### config.mk
export PLATFORM = sky130hd
export DESIGN_NAME = dependency_topological_sort
export DESIGN_NICKNAME = d
export VERILOG_FILES = /design/src/rtl/core/dts_pkg.sv /design/src/rtl/core/dts_ram.sv /design/src/rtl/core/dependency_topological_sort.sv
export SDC_FILE = /design/constraint.sdc
export NUM_CORES = 2
export LEC_CHECK = 0
export BUFFER_PORTS_ARGS = -buffer_cell sky130_fd_sc_hd__buf_4
export CAP_MARGIN = 20
export CORE_MARGIN = 10
export CORE_UTILIZATION = 40
export CTS_CLUSTER_SIZE = 20
export DETAILED_ROUTE_END_ITERATION = 10
export GPL_TIMING_DRIVEN = 0
export PLACE_DENSITY = 0.52
export RECOVER_POWER = 100
export SLEW_MARGIN = 0
export SYNTH_ARGS = -nofsm -noshare
export SYNTH_HDL_FRONTEND = slang
export SYNTH_HIERARCHICAL = 1
export SYNTH_SLANG_ARGS = --single-unit
### constraint.sdc
create_clock -name clk -period 9.5 [get_ports clk]
set_input_delay 1.425 -clock clk [delete_from_list [all_inputs] [get_ports clk]]
set_output_delay 1.425 -clock clk [all_outputs]
set_load 0.01 [all_outputs]
### src/rtl/core/dts_pkg.sv
// Shared widths and result status codes for the dependency order block.
package dts_pkg;

  localparam int ID_W     = 6;
  localparam int STATUS_W = 2;

  localparam logic [STATUS_W-1:0] ST_OK       = 2'd0;
  localparam logic [STATUS_W-1:0] ST_CYCLE    = 2'd1;
  localparam logic [STATUS_W-1:0] ST_OVERFLOW = 2'd2;

endpackage

### src/rtl/core/dts_ram.sv
// Simple dual-port RAM: one write port, one read port with registered data.
module dts_ram #(
  parameter int DEPTH = 64,
  parameter int WIDTH = 8,
  localparam int AW = (DEPTH > 1) ? $clog2(DEPTH) : 1
) (
  input  logic             clk,
  input  logic             we,
  input  logic [AW-1:0]    waddr,
  input  logic [WIDTH-1:0] wdata,
  input  logic [AW-1:0]    raddr,
  output logic [WIDTH-1:0] rdata
);

  logic [WIDTH-1:0] mem [DEPTH];

  always_ff @(posedge clk) begin
    if (we) begin
      mem[waddr] <= wdata;
    end
    rdata <= mem[raddr];
  end

endmodule

### src/rtl/core/dependency_topological_sort.sv
// Top level of the dependency order block: graph load and Kahn sort sequencer.
//
//   channel   direction  handshake               payload
//   request   in         in_valid / in_stall     node_from, node_to, has_edge, last
//   result    out        out_valid / out_stall   node_id, status, end_of_order
//
// A load request does one read-modify-write of the node table per node touched: the
// source, and also the target when it carries an edge; the node table has a single read port.
// The sort after a request with last set walks the edge store once for every node taken
// off the ready queue.
// After reset, and after every run, a clearing sweep zeroes the node table; in_stall
// stays high during it. rst is synchronous and active high.
// A stalled result holds in the output register; the sequencer waits on it.
module dependency_topological_sort #(
  parameter int MAX_NODES = 64,
  parameter int MAX_EDGES = 256
) (
  input  logic                         clk,
  input  logic                         rst,
  input  logic                         in_valid,
  output logic                         in_stall,
  input  logic [dts_pkg::ID_W-1:0]     node_from,
  input  logic [dts_pkg::ID_W-1:0]     node_to,
  input  logic                         has_edge,
  input  logic                         last,
  output logic                         out_valid,
  input  logic                         out_stall,
  output logic [dts_pkg::ID_W-1:0]     node_id,
  output logic [dts_pkg::STATUS_W-1:0] status,
  output logic                         end_of_order
);

  localparam int IDW     = dts_pkg::ID_W;
  localparam int NIDX_W  = $clog2(MAX_NODES);
  localparam int NCNT_W  = $clog2(MAX_NODES + 1);
  localparam int EIDX_W  = (MAX_EDGES > 1) ? $clog2(MAX_EDGES) : 1;
  localparam int ECNT_W  = $clog2(MAX_EDGES + 1);
  localparam int DEG_W   = ECNT_W;
  localparam int NWORD_W = DEG_W + 1;
  localparam int EWORD_W = 2 * IDW;

  // Sequencer states
  localparam logic [3:0] S_CLEAR    = 4'd0;
  localparam logic [3:0] S_IDLE     = 4'd1;
  localparam logic [3:0] S_FROM_WR  = 4'd2;
  localparam logic [3:0] S_TO_WR    = 4'd3;
  localparam logic [3:0] S_START    = 4'd4;
  localparam logic [3:0] S_SCAN     = 4'd5;
  localparam logic [3:0] S_POP      = 4'd6;
  localparam logic [3:0] S_POP_WAIT = 4'd7;
  localparam logic [3:0] S_EDGE_RD  = 4'd8;
  localparam logic [3:0] S_EDGE_CHK = 4'd9;
  localparam logic [3:0] S_DEG_UPD  = 4'd10;
  localparam logic [3:0] S_CHECK    = 4'd11;
  localparam logic [3:0] S_OUT_RD   = 4'd12;
  localparam logic [3:0] S_OUT_LD   = 4'd13;
  localparam logic [3:0] S_WAIT     = 4'd14;

  logic [3:0]        state;
  logic [NIDX_W-1:0] clr_idx;
  logic [ECNT_W-1:0] edge_count;
  logic              overflow;
  logic [NCNT_W-1:0] present_count;
  logic [NCNT_W-1:0] head;
  logic [NCNT_W-1:0] tail;
  logic [ECNT_W-1:0] e_idx;
  logic [NCNT_W-1:0] scan_idx;
  logic              scan_v;
  logic [NCNT_W-1:0] scan_n;
  logic [IDW-1:0]    cur_node;
  logic [NCNT_W-1:0] out_idx;

  // Captured load request
  logic [IDW-1:0]    it_from;
  logic [IDW-1:0]    it_to;
  logic              it_edge_ok;
  logic              it_last;

  // Node table: {present, in_degree} per node
  logic                nm_we;
  logic [NIDX_W-1:0]   nm_waddr;
  logic [NWORD_W-1:0]  nm_wdata;
  logic [NIDX_W-1:0]   nm_raddr;
  logic [NWORD_W-1:0]  nm_rdata;
  logic                nm_present;
  logic [DEG_W-1:0]    nm_deg;

  // Edge store: {from, to} per edge
  logic                em_we;
  logic [EIDX_W-1:0]   em_waddr;
  logic [EWORD_W-1:0]  em_wdata;
  logic [EIDX_W-1:0]   em_raddr;
  logic [EWORD_W-1:0]  em_rdata;
  logic [IDW-1:0]      edge_from;
  logic [IDW-1:0]      edge_to;

  // Ready queue; its filled part is also the finished order
  logic                qm_we;
  logic [NIDX_W-1:0]   qm_waddr;
  logic [IDW-1:0]      qm_wdata;
  logic [NIDX_W-1:0]   qm_raddr;
  logic [IDW-1:0]      qm_rdata;

  logic from_ok;
  logic to_ok;
  logic edge_ok;
  logic store_edge;
  logic queue_room;
  logic scan_push;
  logic deg_push;

  assign in_stall   = (state != S_IDLE);

  assign nm_present = nm_rdata[DEG_W];
  assign nm_deg     = nm_rdata[DEG_W-1:0];
  assign edge_from  = em_rdata[EWORD_W-1:IDW];
  assign edge_to    = em_rdata[IDW-1:0];

  // Ids at or above MAX_NODES drop the item (source) or the edge (target)
  assign from_ok    = (32'(node_from) < 32'(MAX_NODES));
  assign to_ok      = (32'(node_to) < 32'(MAX_NODES));
  assign edge_ok    = has_edge && (node_to != node_from) && to_ok;

  assign store_edge = it_edge_ok && (edge_count < ECNT_W'(MAX_EDGES));
  assign queue_room = (tail < NCNT_W'(MAX_NODES));
  assign scan_push  = scan_v && nm_present && (nm_deg == '0) && queue_room;
  assign deg_push   = (nm_deg == DEG_W'(1)) && queue_room;

  // Memory port steering
  always_comb begin
    nm_we    = 1'b0;
    nm_waddr = clr_idx;
    nm_wdata = '0;
    nm_raddr = NIDX_W'(node_from);
    em_we    = 1'b0;
    em_waddr = edge_count[EIDX_W-1:0];
    em_wdata = {it_from, it_to};
    em_raddr = e_idx[EIDX_W-1:0];
    qm_we    = 1'b0;
    qm_waddr = tail[NIDX_W-1:0];
    qm_wdata = IDW'(scan_n);
    qm_raddr = head[NIDX_W-1:0];
    unique case (state)
      S_CLEAR: begin
        nm_we = 1'b1;
      end
      S_FROM_WR: begin
        // Mark the source, bump its in-degree if the edge is stored, and fetch the target for next cycle
        nm_we    = 1'b1;
        nm_waddr = NIDX_W'(it_from);
        nm_wdata = {1'b1, nm_deg + DEG_W'(store_edge)};
        em_we    = store_edge;
        nm_raddr = NIDX_W'(it_to);
      end
      S_TO_WR: begin
        nm_we    = 1'b1;
        nm_waddr = NIDX_W'(it_to);
        nm_wdata = {1'b1, nm_deg};
      end
      S_SCAN: begin
        nm_raddr = NIDX_W'(scan_idx);
        qm_we    = scan_push;
      end
      S_EDGE_CHK: begin
        nm_raddr = NIDX_W'(edge_from);
      end
      S_DEG_UPD: begin
        nm_we    = (nm_deg != '0);
        nm_waddr = NIDX_W'(edge_from);
        nm_wdata = {nm_present, nm_deg - DEG_W'(1)};
        qm_we    = deg_push;
        qm_wdata = edge_from;
      end
      S_OUT_RD: begin
        qm_raddr = out_idx[NIDX_W-1:0];
      end
      default: ;
    endcase
  end

  always_ff @(posedge clk) begin
    if (rst) begin
      state         <= S_CLEAR;
      clr_idx       <= '0;
      edge_count    <= '0;
      overflow      <= 1'b0;
      present_count <= '0;
      head          <= '0;
      tail          <= '0;
      scan_v        <= 1'b0;
      out_valid     <= 1'b0;
    end else begin
      // Drop the result once taken
      if (out_valid && !out_stall) begin
        out_valid <= 1'b0;
      end
      unique case (state)
        S_CLEAR: begin
          // Sweep the node table back to zero and reset the run counters
          clr_idx       <= clr_idx + NIDX_W'(1);
          edge_count    <= '0;
          overflow      <= 1'b0;
          present_count <= '0;
          head          <= '0;
          tail          <= '0;
          if (clr_idx == NIDX_W'(MAX_NODES - 1)) begin
            state <= S_IDLE;
          end
        end
        S_IDLE: begin
          if (in_valid) begin
            it_from    <= node_from;
            it_to      <= node_to;
            it_edge_ok <= edge_ok;
            it_last    <= last;
            if (from_ok) begin
              state <= S_FROM_WR;
            end else if (last) begin
              state <= S_START;
            end
          end
        end
        S_FROM_WR: begin
          if (!nm_present) begin
            present_count <= present_count + NCNT_W'(1);
          end
          if (store_edge) begin
            edge_count <= edge_count + ECNT_W'(1);
          end else if (it_edge_ok) begin
            overflow <= 1'b1;
          end
          if (it_edge_ok) begin
            state <= S_TO_WR;
          end else begin
            state <= it_last ? S_START : S_IDLE;
          end
        end
        S_TO_WR: begin
          if (!nm_present) begin
            present_count <= present_count + NCNT_W'(1);
          end
          state <= it_last ? S_START : S_IDLE;
        end
        S_START: begin
          scan_idx <= '0;
          scan_v   <= 1'b0;
          if (present_count == '0) begin
            // Empty graph: no result, just clear
            clr_idx <= '0;
            state   <= S_CLEAR;
          end else if (overflow) begin
            node_id      <= '0;
            status       <= dts_pkg::ST_OVERFLOW;
            end_of_order <= 1'b1;
            out_valid    <= 1'b1;
            state        <= S_WAIT;
          end else begin
            state <= S_SCAN;
          end
        end
        S_SCAN: begin
          // Seed the queue in ascending id order, one node read per cycle
          scan_v   <= (scan_idx < NCNT_W'(MAX_NODES));
          scan_n   <= scan_idx;
          scan_idx <= scan_idx + NCNT_W'(1);
          if (scan_push) begin
            tail <= tail + NCNT_W'(1);
          end
          if (scan_idx == NCNT_W'(MAX_NODES)) begin
            state <= S_POP;
          end
        end
        S_POP: begin
          state <= (head == tail) ? S_CHECK : S_POP_WAIT;
        end
        S_POP_WAIT: begin
          cur_node <= qm_rdata;
          head     <= head + NCNT_W'(1);
          e_idx    <= '0;
          state    <= S_EDGE_RD;
        end
        S_EDGE_RD: begin
          state <= (e_idx == edge_count) ? S_POP : S_EDGE_CHK;
        end
        S_EDGE_CHK: begin
          if (edge_to == cur_node) begin
            state <= S_DEG_UPD;
          end else begin
            e_idx <= e_idx + ECNT_W'(1);
            state <= S_EDGE_RD;
          end
        end
        S_DEG_UPD: begin
          if (deg_push) begin
            tail <= tail + NCNT_W'(1);
          end
          e_idx <= e_idx + ECNT_W'(1);
          state <= S_EDGE_RD;
        end
        S_CHECK: begin
          if (head != present_count) begin
            node_id      <= '0;
            status       <= dts_pkg::ST_CYCLE;
            end_of_order <= 1'b1;
            out_valid    <= 1'b1;
            state        <= S_WAIT;
          end else begin
            out_idx <= '0;
            state   <= S_OUT_RD;
          end
        end
        S_OUT_RD: begin
          state <= S_OUT_LD;
        end
        S_OUT_LD: begin
          node_id      <= qm_rdata;
          status       <= dts_pkg::ST_OK;
          end_of_order <= ((out_idx + NCNT_W'(1)) == head);
          out_valid    <= 1'b1;
          state        <= S_WAIT;
        end
        S_WAIT: begin
          if (!out_stall) begin
            if (end_of_order) begin
              clr_idx <= '0;
              state   <= S_CLEAR;
            end else begin
              out_idx <= out_idx + NCNT_W'(1);
              state   <= S_OUT_RD;
            end
          end
        end
        default: begin
          clr_idx <= '0;
          state   <= S_CLEAR;
        end
      endcase
    end
  end

  dts_ram #(.DEPTH(MAX_NODES), .WIDTH(NWORD_W)) u_node_ram (
    .clk   (clk),
    .we    (nm_we),
    .waddr (nm_waddr),
    .wdata (nm_wdata),
    .raddr (nm_raddr),
    .rdata (nm_rdata)
  );

  dts_ram #(.DEPTH(MAX_EDGES), .WIDTH(EWORD_W)) u_edge_ram (
    .clk   (clk),
    .we    (em_we),
    .waddr (em_waddr),
    .wdata (em_wdata),
    .raddr (em_raddr),
    .rdata (em_rdata)
  );

  dts_ram #(.DEPTH(MAX_NODES), .WIDTH(IDW)) u_queue_ram (
    .clk   (clk),
    .we    (qm_we),
    .waddr (qm_waddr),
    .wdata (qm_wdata),
    .raddr (qm_raddr),
    .rdata (qm_rdata)
  );

endmodule

==> impl_metrics.csv <==
group,metric,value,unit
cts,ctsHtreeMaxLevel,5,
synthesis,synth_common_cells,"4154 x edfxtp_1, 883 x mux4_2, 534 x nor2_1",
routing,drt-initial-drc-count,13330,
power,seq_power_share,0.542,
sta,timing.hold.ws,0.5086,ns
synthesis,synth_ff_type,"edfxtp_1",
worst_setup_path,reg2reg_from,"e_idx[2]",
sta,layout_setup_ws,0.9908,ns
global_route,grt_overflow,0,
cts,cts_hold_buf,0,
sta,relSlewSlack,-1.664,
floorplanning,initial_core_util,0.4024,
synthesis,syn_inst,8021,
power,pwr-share-clk,0.451,
sta,rsz0062_at_grt,"no",
power,intPower,29.75,mW
worst_setup_path,worstPathMaxFanout,10,
power,cellLeakagePower,59.21,nW
worst_setup_path,crit_end,"u_edge_ram/rdata[8]",
power,p_comb_frac,0.007,
worst_setup_path,cp.required,10.20,ns
cts,cts_resized,0,
floorplanning,ios,29,
worst_setup_path,reg2reg_depth,8,
synthesis,yosys.area.top_type,"edfxtp_1",
worst_setup_path,start_kind,"flop",
synthesis,ys_types,91,
cts,cts_inserted_buffers,440,
synthesis,yosys_warnings,6,
synthesis,avgSynthCellArea,20.59,sq um
place,io_buffers,27,
finish,final_cells,14820,
synthesis,synth_area_leaders,"edfxtp_1 76%, mux4_2 12%, mux2i_1 1.9%",
sta,finalCriticalPeriod,8.509,ns
routing,drc,0,
synthesis,postSynthNetCount,8053,
sta,timing.fmax,117.5,MHz
cts,insertion_delay,1.04,ns
synthesis,async_flop_share,0,
finish,nets,8997,
cts,clock-sinks,4225,
power,sw_frac_of_total,0.2004,
floorplanning,rows,235,
power,p_sw,7.455,mW
cts,cts_root_buf,"clkbuf_16",
global_route,antenna_found_initial,46,
floorplanning,die_w,662.6,um
worst_setup_path,crit_arrival,9.20,ns
power,power.density,197.6,mW/mm^2
hold_path,holdPathStages,0,
global_route,grt_pass1_wl,775100,um
sta,finalCritPeriodShare,0.8957,
routing,first_pass_iters,9,
routing,vias,90750,
worst_setup_path,r2r-end,"u_edge_ram/rdata[8]",
place,gp_congestion,0.9378,
synthesis,synth.most_common_cell,"edfxtp_1",
synthesis,synth-edff-count,4154,
place,post-place-ws,3.643,ns
finish,final_layout_size_suffix_gt1_frac,0.2038,
finish,final_util,0.4587,
worst_setup_path,r2r_slack,0.99,ns
synthesis,ys_seq_elements,4225,
finish,area_growth,13.99,%
cts,path_clk_slew,0.06,ns
power,total_power,37.21,mW
power,peakVddDrop,0.1621,mV
synthesis,ys_seq_area_frac,0.7638,
routing,wl,582500,um
place,dp_hpwl,416900,um
global_route,grt_max_degree,56,
run_status,status,"finished with violations",
synthesis,synth_area,0.1652,sq mm
finish,nFillCells,35050,
cts,cts_tree,"yes",
routing,viasPerCell,6.122,
hold_path,holdCritPathClass,"reg -> reg",
routing,final_antenna_net_count,0,
place,dp_cells,13940,
sta,worstMarginPinSlew,3.954,ns
sta,final_hold_viol_count,0,
floorplanning,die_area,0.4390,sq mm
worst_setup_path,cp-startpoint,"e_idx[2]",
cts,clockBufferDepth,4,
worst_setup_path,crit_path_end_kind,"flop",
cts,post-cts-setup-buffers,0,
floorplanning,core_area,0.4105,sq mm
synthesis,synth_top_area_share,0.7552,
sta,skew,0.08834,ns
run_status,violations,"capacitance limit, slew limit",
routing,wl_per_cell,39.30,um
sta,setup_violations,0,
run,maxCapViolations,71,
floorplanning,die-height,662.6,um
global_route,globalRouteTotalUtil,0.2563,
global_route,grt_pass1_vias,88030,
worst_setup_path,path_class,"reg -> reg",
sta,drv_slew,1322,
routing by layer:
metal  vias up  part of all wire  GRT usage  routed length, um
li1      35510                 -          -                  -
met1     48620              0.37     0.3294             214900
met2      5382              0.46     0.4069             270100
met3      1235             0.099    0.05703              57670
met4         6             0.068     0.1393              39820
met5         -          0.000079          0                 46
how the worst min path moves through the flow:
stage                             end                 start
after floorplan           cur_node[0]  u_queue_ram/rdata[0]
after global placement    cur_node[4]  u_queue_ram/rdata[4]
after detailed placement       scan_v                scan_v
after CTS                      scan_v                scan_v
after global routing      cur_node[5]  u_queue_ram/rdata[5]
final                     cur_node[2]  u_queue_ram/rdata[2]
flip-flops by register name, summed over array words and instances, names as in the netlist, 7 cells and up:
register,count
scan_idx,7
u_node_ram/mem,640
tail,7
u_node_ram/rdata,10
u_edge_ram/rdata,12
u_queue_ram/mem,384
present_count,7
head,7
u_edge_ram/mem,3072
edge_count,9
out_idx,7
e_idx,9
critical path: stages, from the launching register on:
cell	delay [ns]
edfxtp_1	0.45
clkbuf_1	0.95
clkbuf_1	1.54
clkinv_1	1.53
nor2_1	1.03
a21oi_1	0.43
a31oi_1	0.47
nor3_1	0.25
nor4_1	1.53
layout by cell type, fill, tap and decap left out, types with 59 or more instances in the layout:
cell,count
nor2b_1,64
clkbuf_1,750
mux2i_1,307
clkinv_1,120
nand3_1,82
clkinv_2,86
o21ai_0,59
o221ai_1,63
buf_2,124
dfxtp_1,71
clkbuf_16,445
mux4_2,883
nand2_1,120
o22ai_1,116
a22oi_1,230
a21oi_1,155
buf_4,64
nor2_1,534
edfxtp_1,4154
cells by family (layout without fill, tap and decap cells):
group | Yosys count | in the layout | synth area share
other | 0 | 35 | 0
XOR/XNOR | 77 | 77 | 0.004083
flip-flops | 4225 | 4225 | 0.7638
AO/OA/AOI/OAI | 866 | 866 | 0.03733
buffers and inverters | 502 | 1819 | 0.01829
AND/OR/NAND/NOR | 1078 | 1078 | 0.03101
multiplexers | 1259 | 1259 | 0.1444
adder cells (fa/ha/maj) | 14 | 14 | 0.001061
power by group through the flow:
| stage | Clock [mW] | Sequential, mW | Combinational, mW |
|---|---|---|---|
| final | 16.8 | 20.2 | 0.246 |
| after detailed placement | 0 | 20.6 | 0.255 |
| after CTS | 17.0 | 20.2 | 0.255 |
| after global routing | 17.7 | 20.2 | 0.258 |
| after global placement | 0 | 20.6 | 0.251 |
| after floorplan | 0 | 20.6 | 0.150 |
stage by stage:
step	setup TNS, ns	cell area, sq um
global placement	-1751.02	172200
detailed placement	0	179900
finish	0	188300
floorplan	0	165200
CTS	0	193800
global route	0	188200
cell type report:
class                      count  area (sq um)  area share
sequential                  4225        126200      0.6701
multi-input combinational   3294         36000      0.1912
clock buffer                 534         11540     0.06129
tap                         5451          6820     0.03623
buffer                       479          2923     0.01552
clock inverter               281          2371     0.01259
timing repair buffer         502          2280     0.01211
antenna                       35         87.58   0.0004652
inverter                      23         86.33   0.0004586
Power figures use the tool's default switching activity.
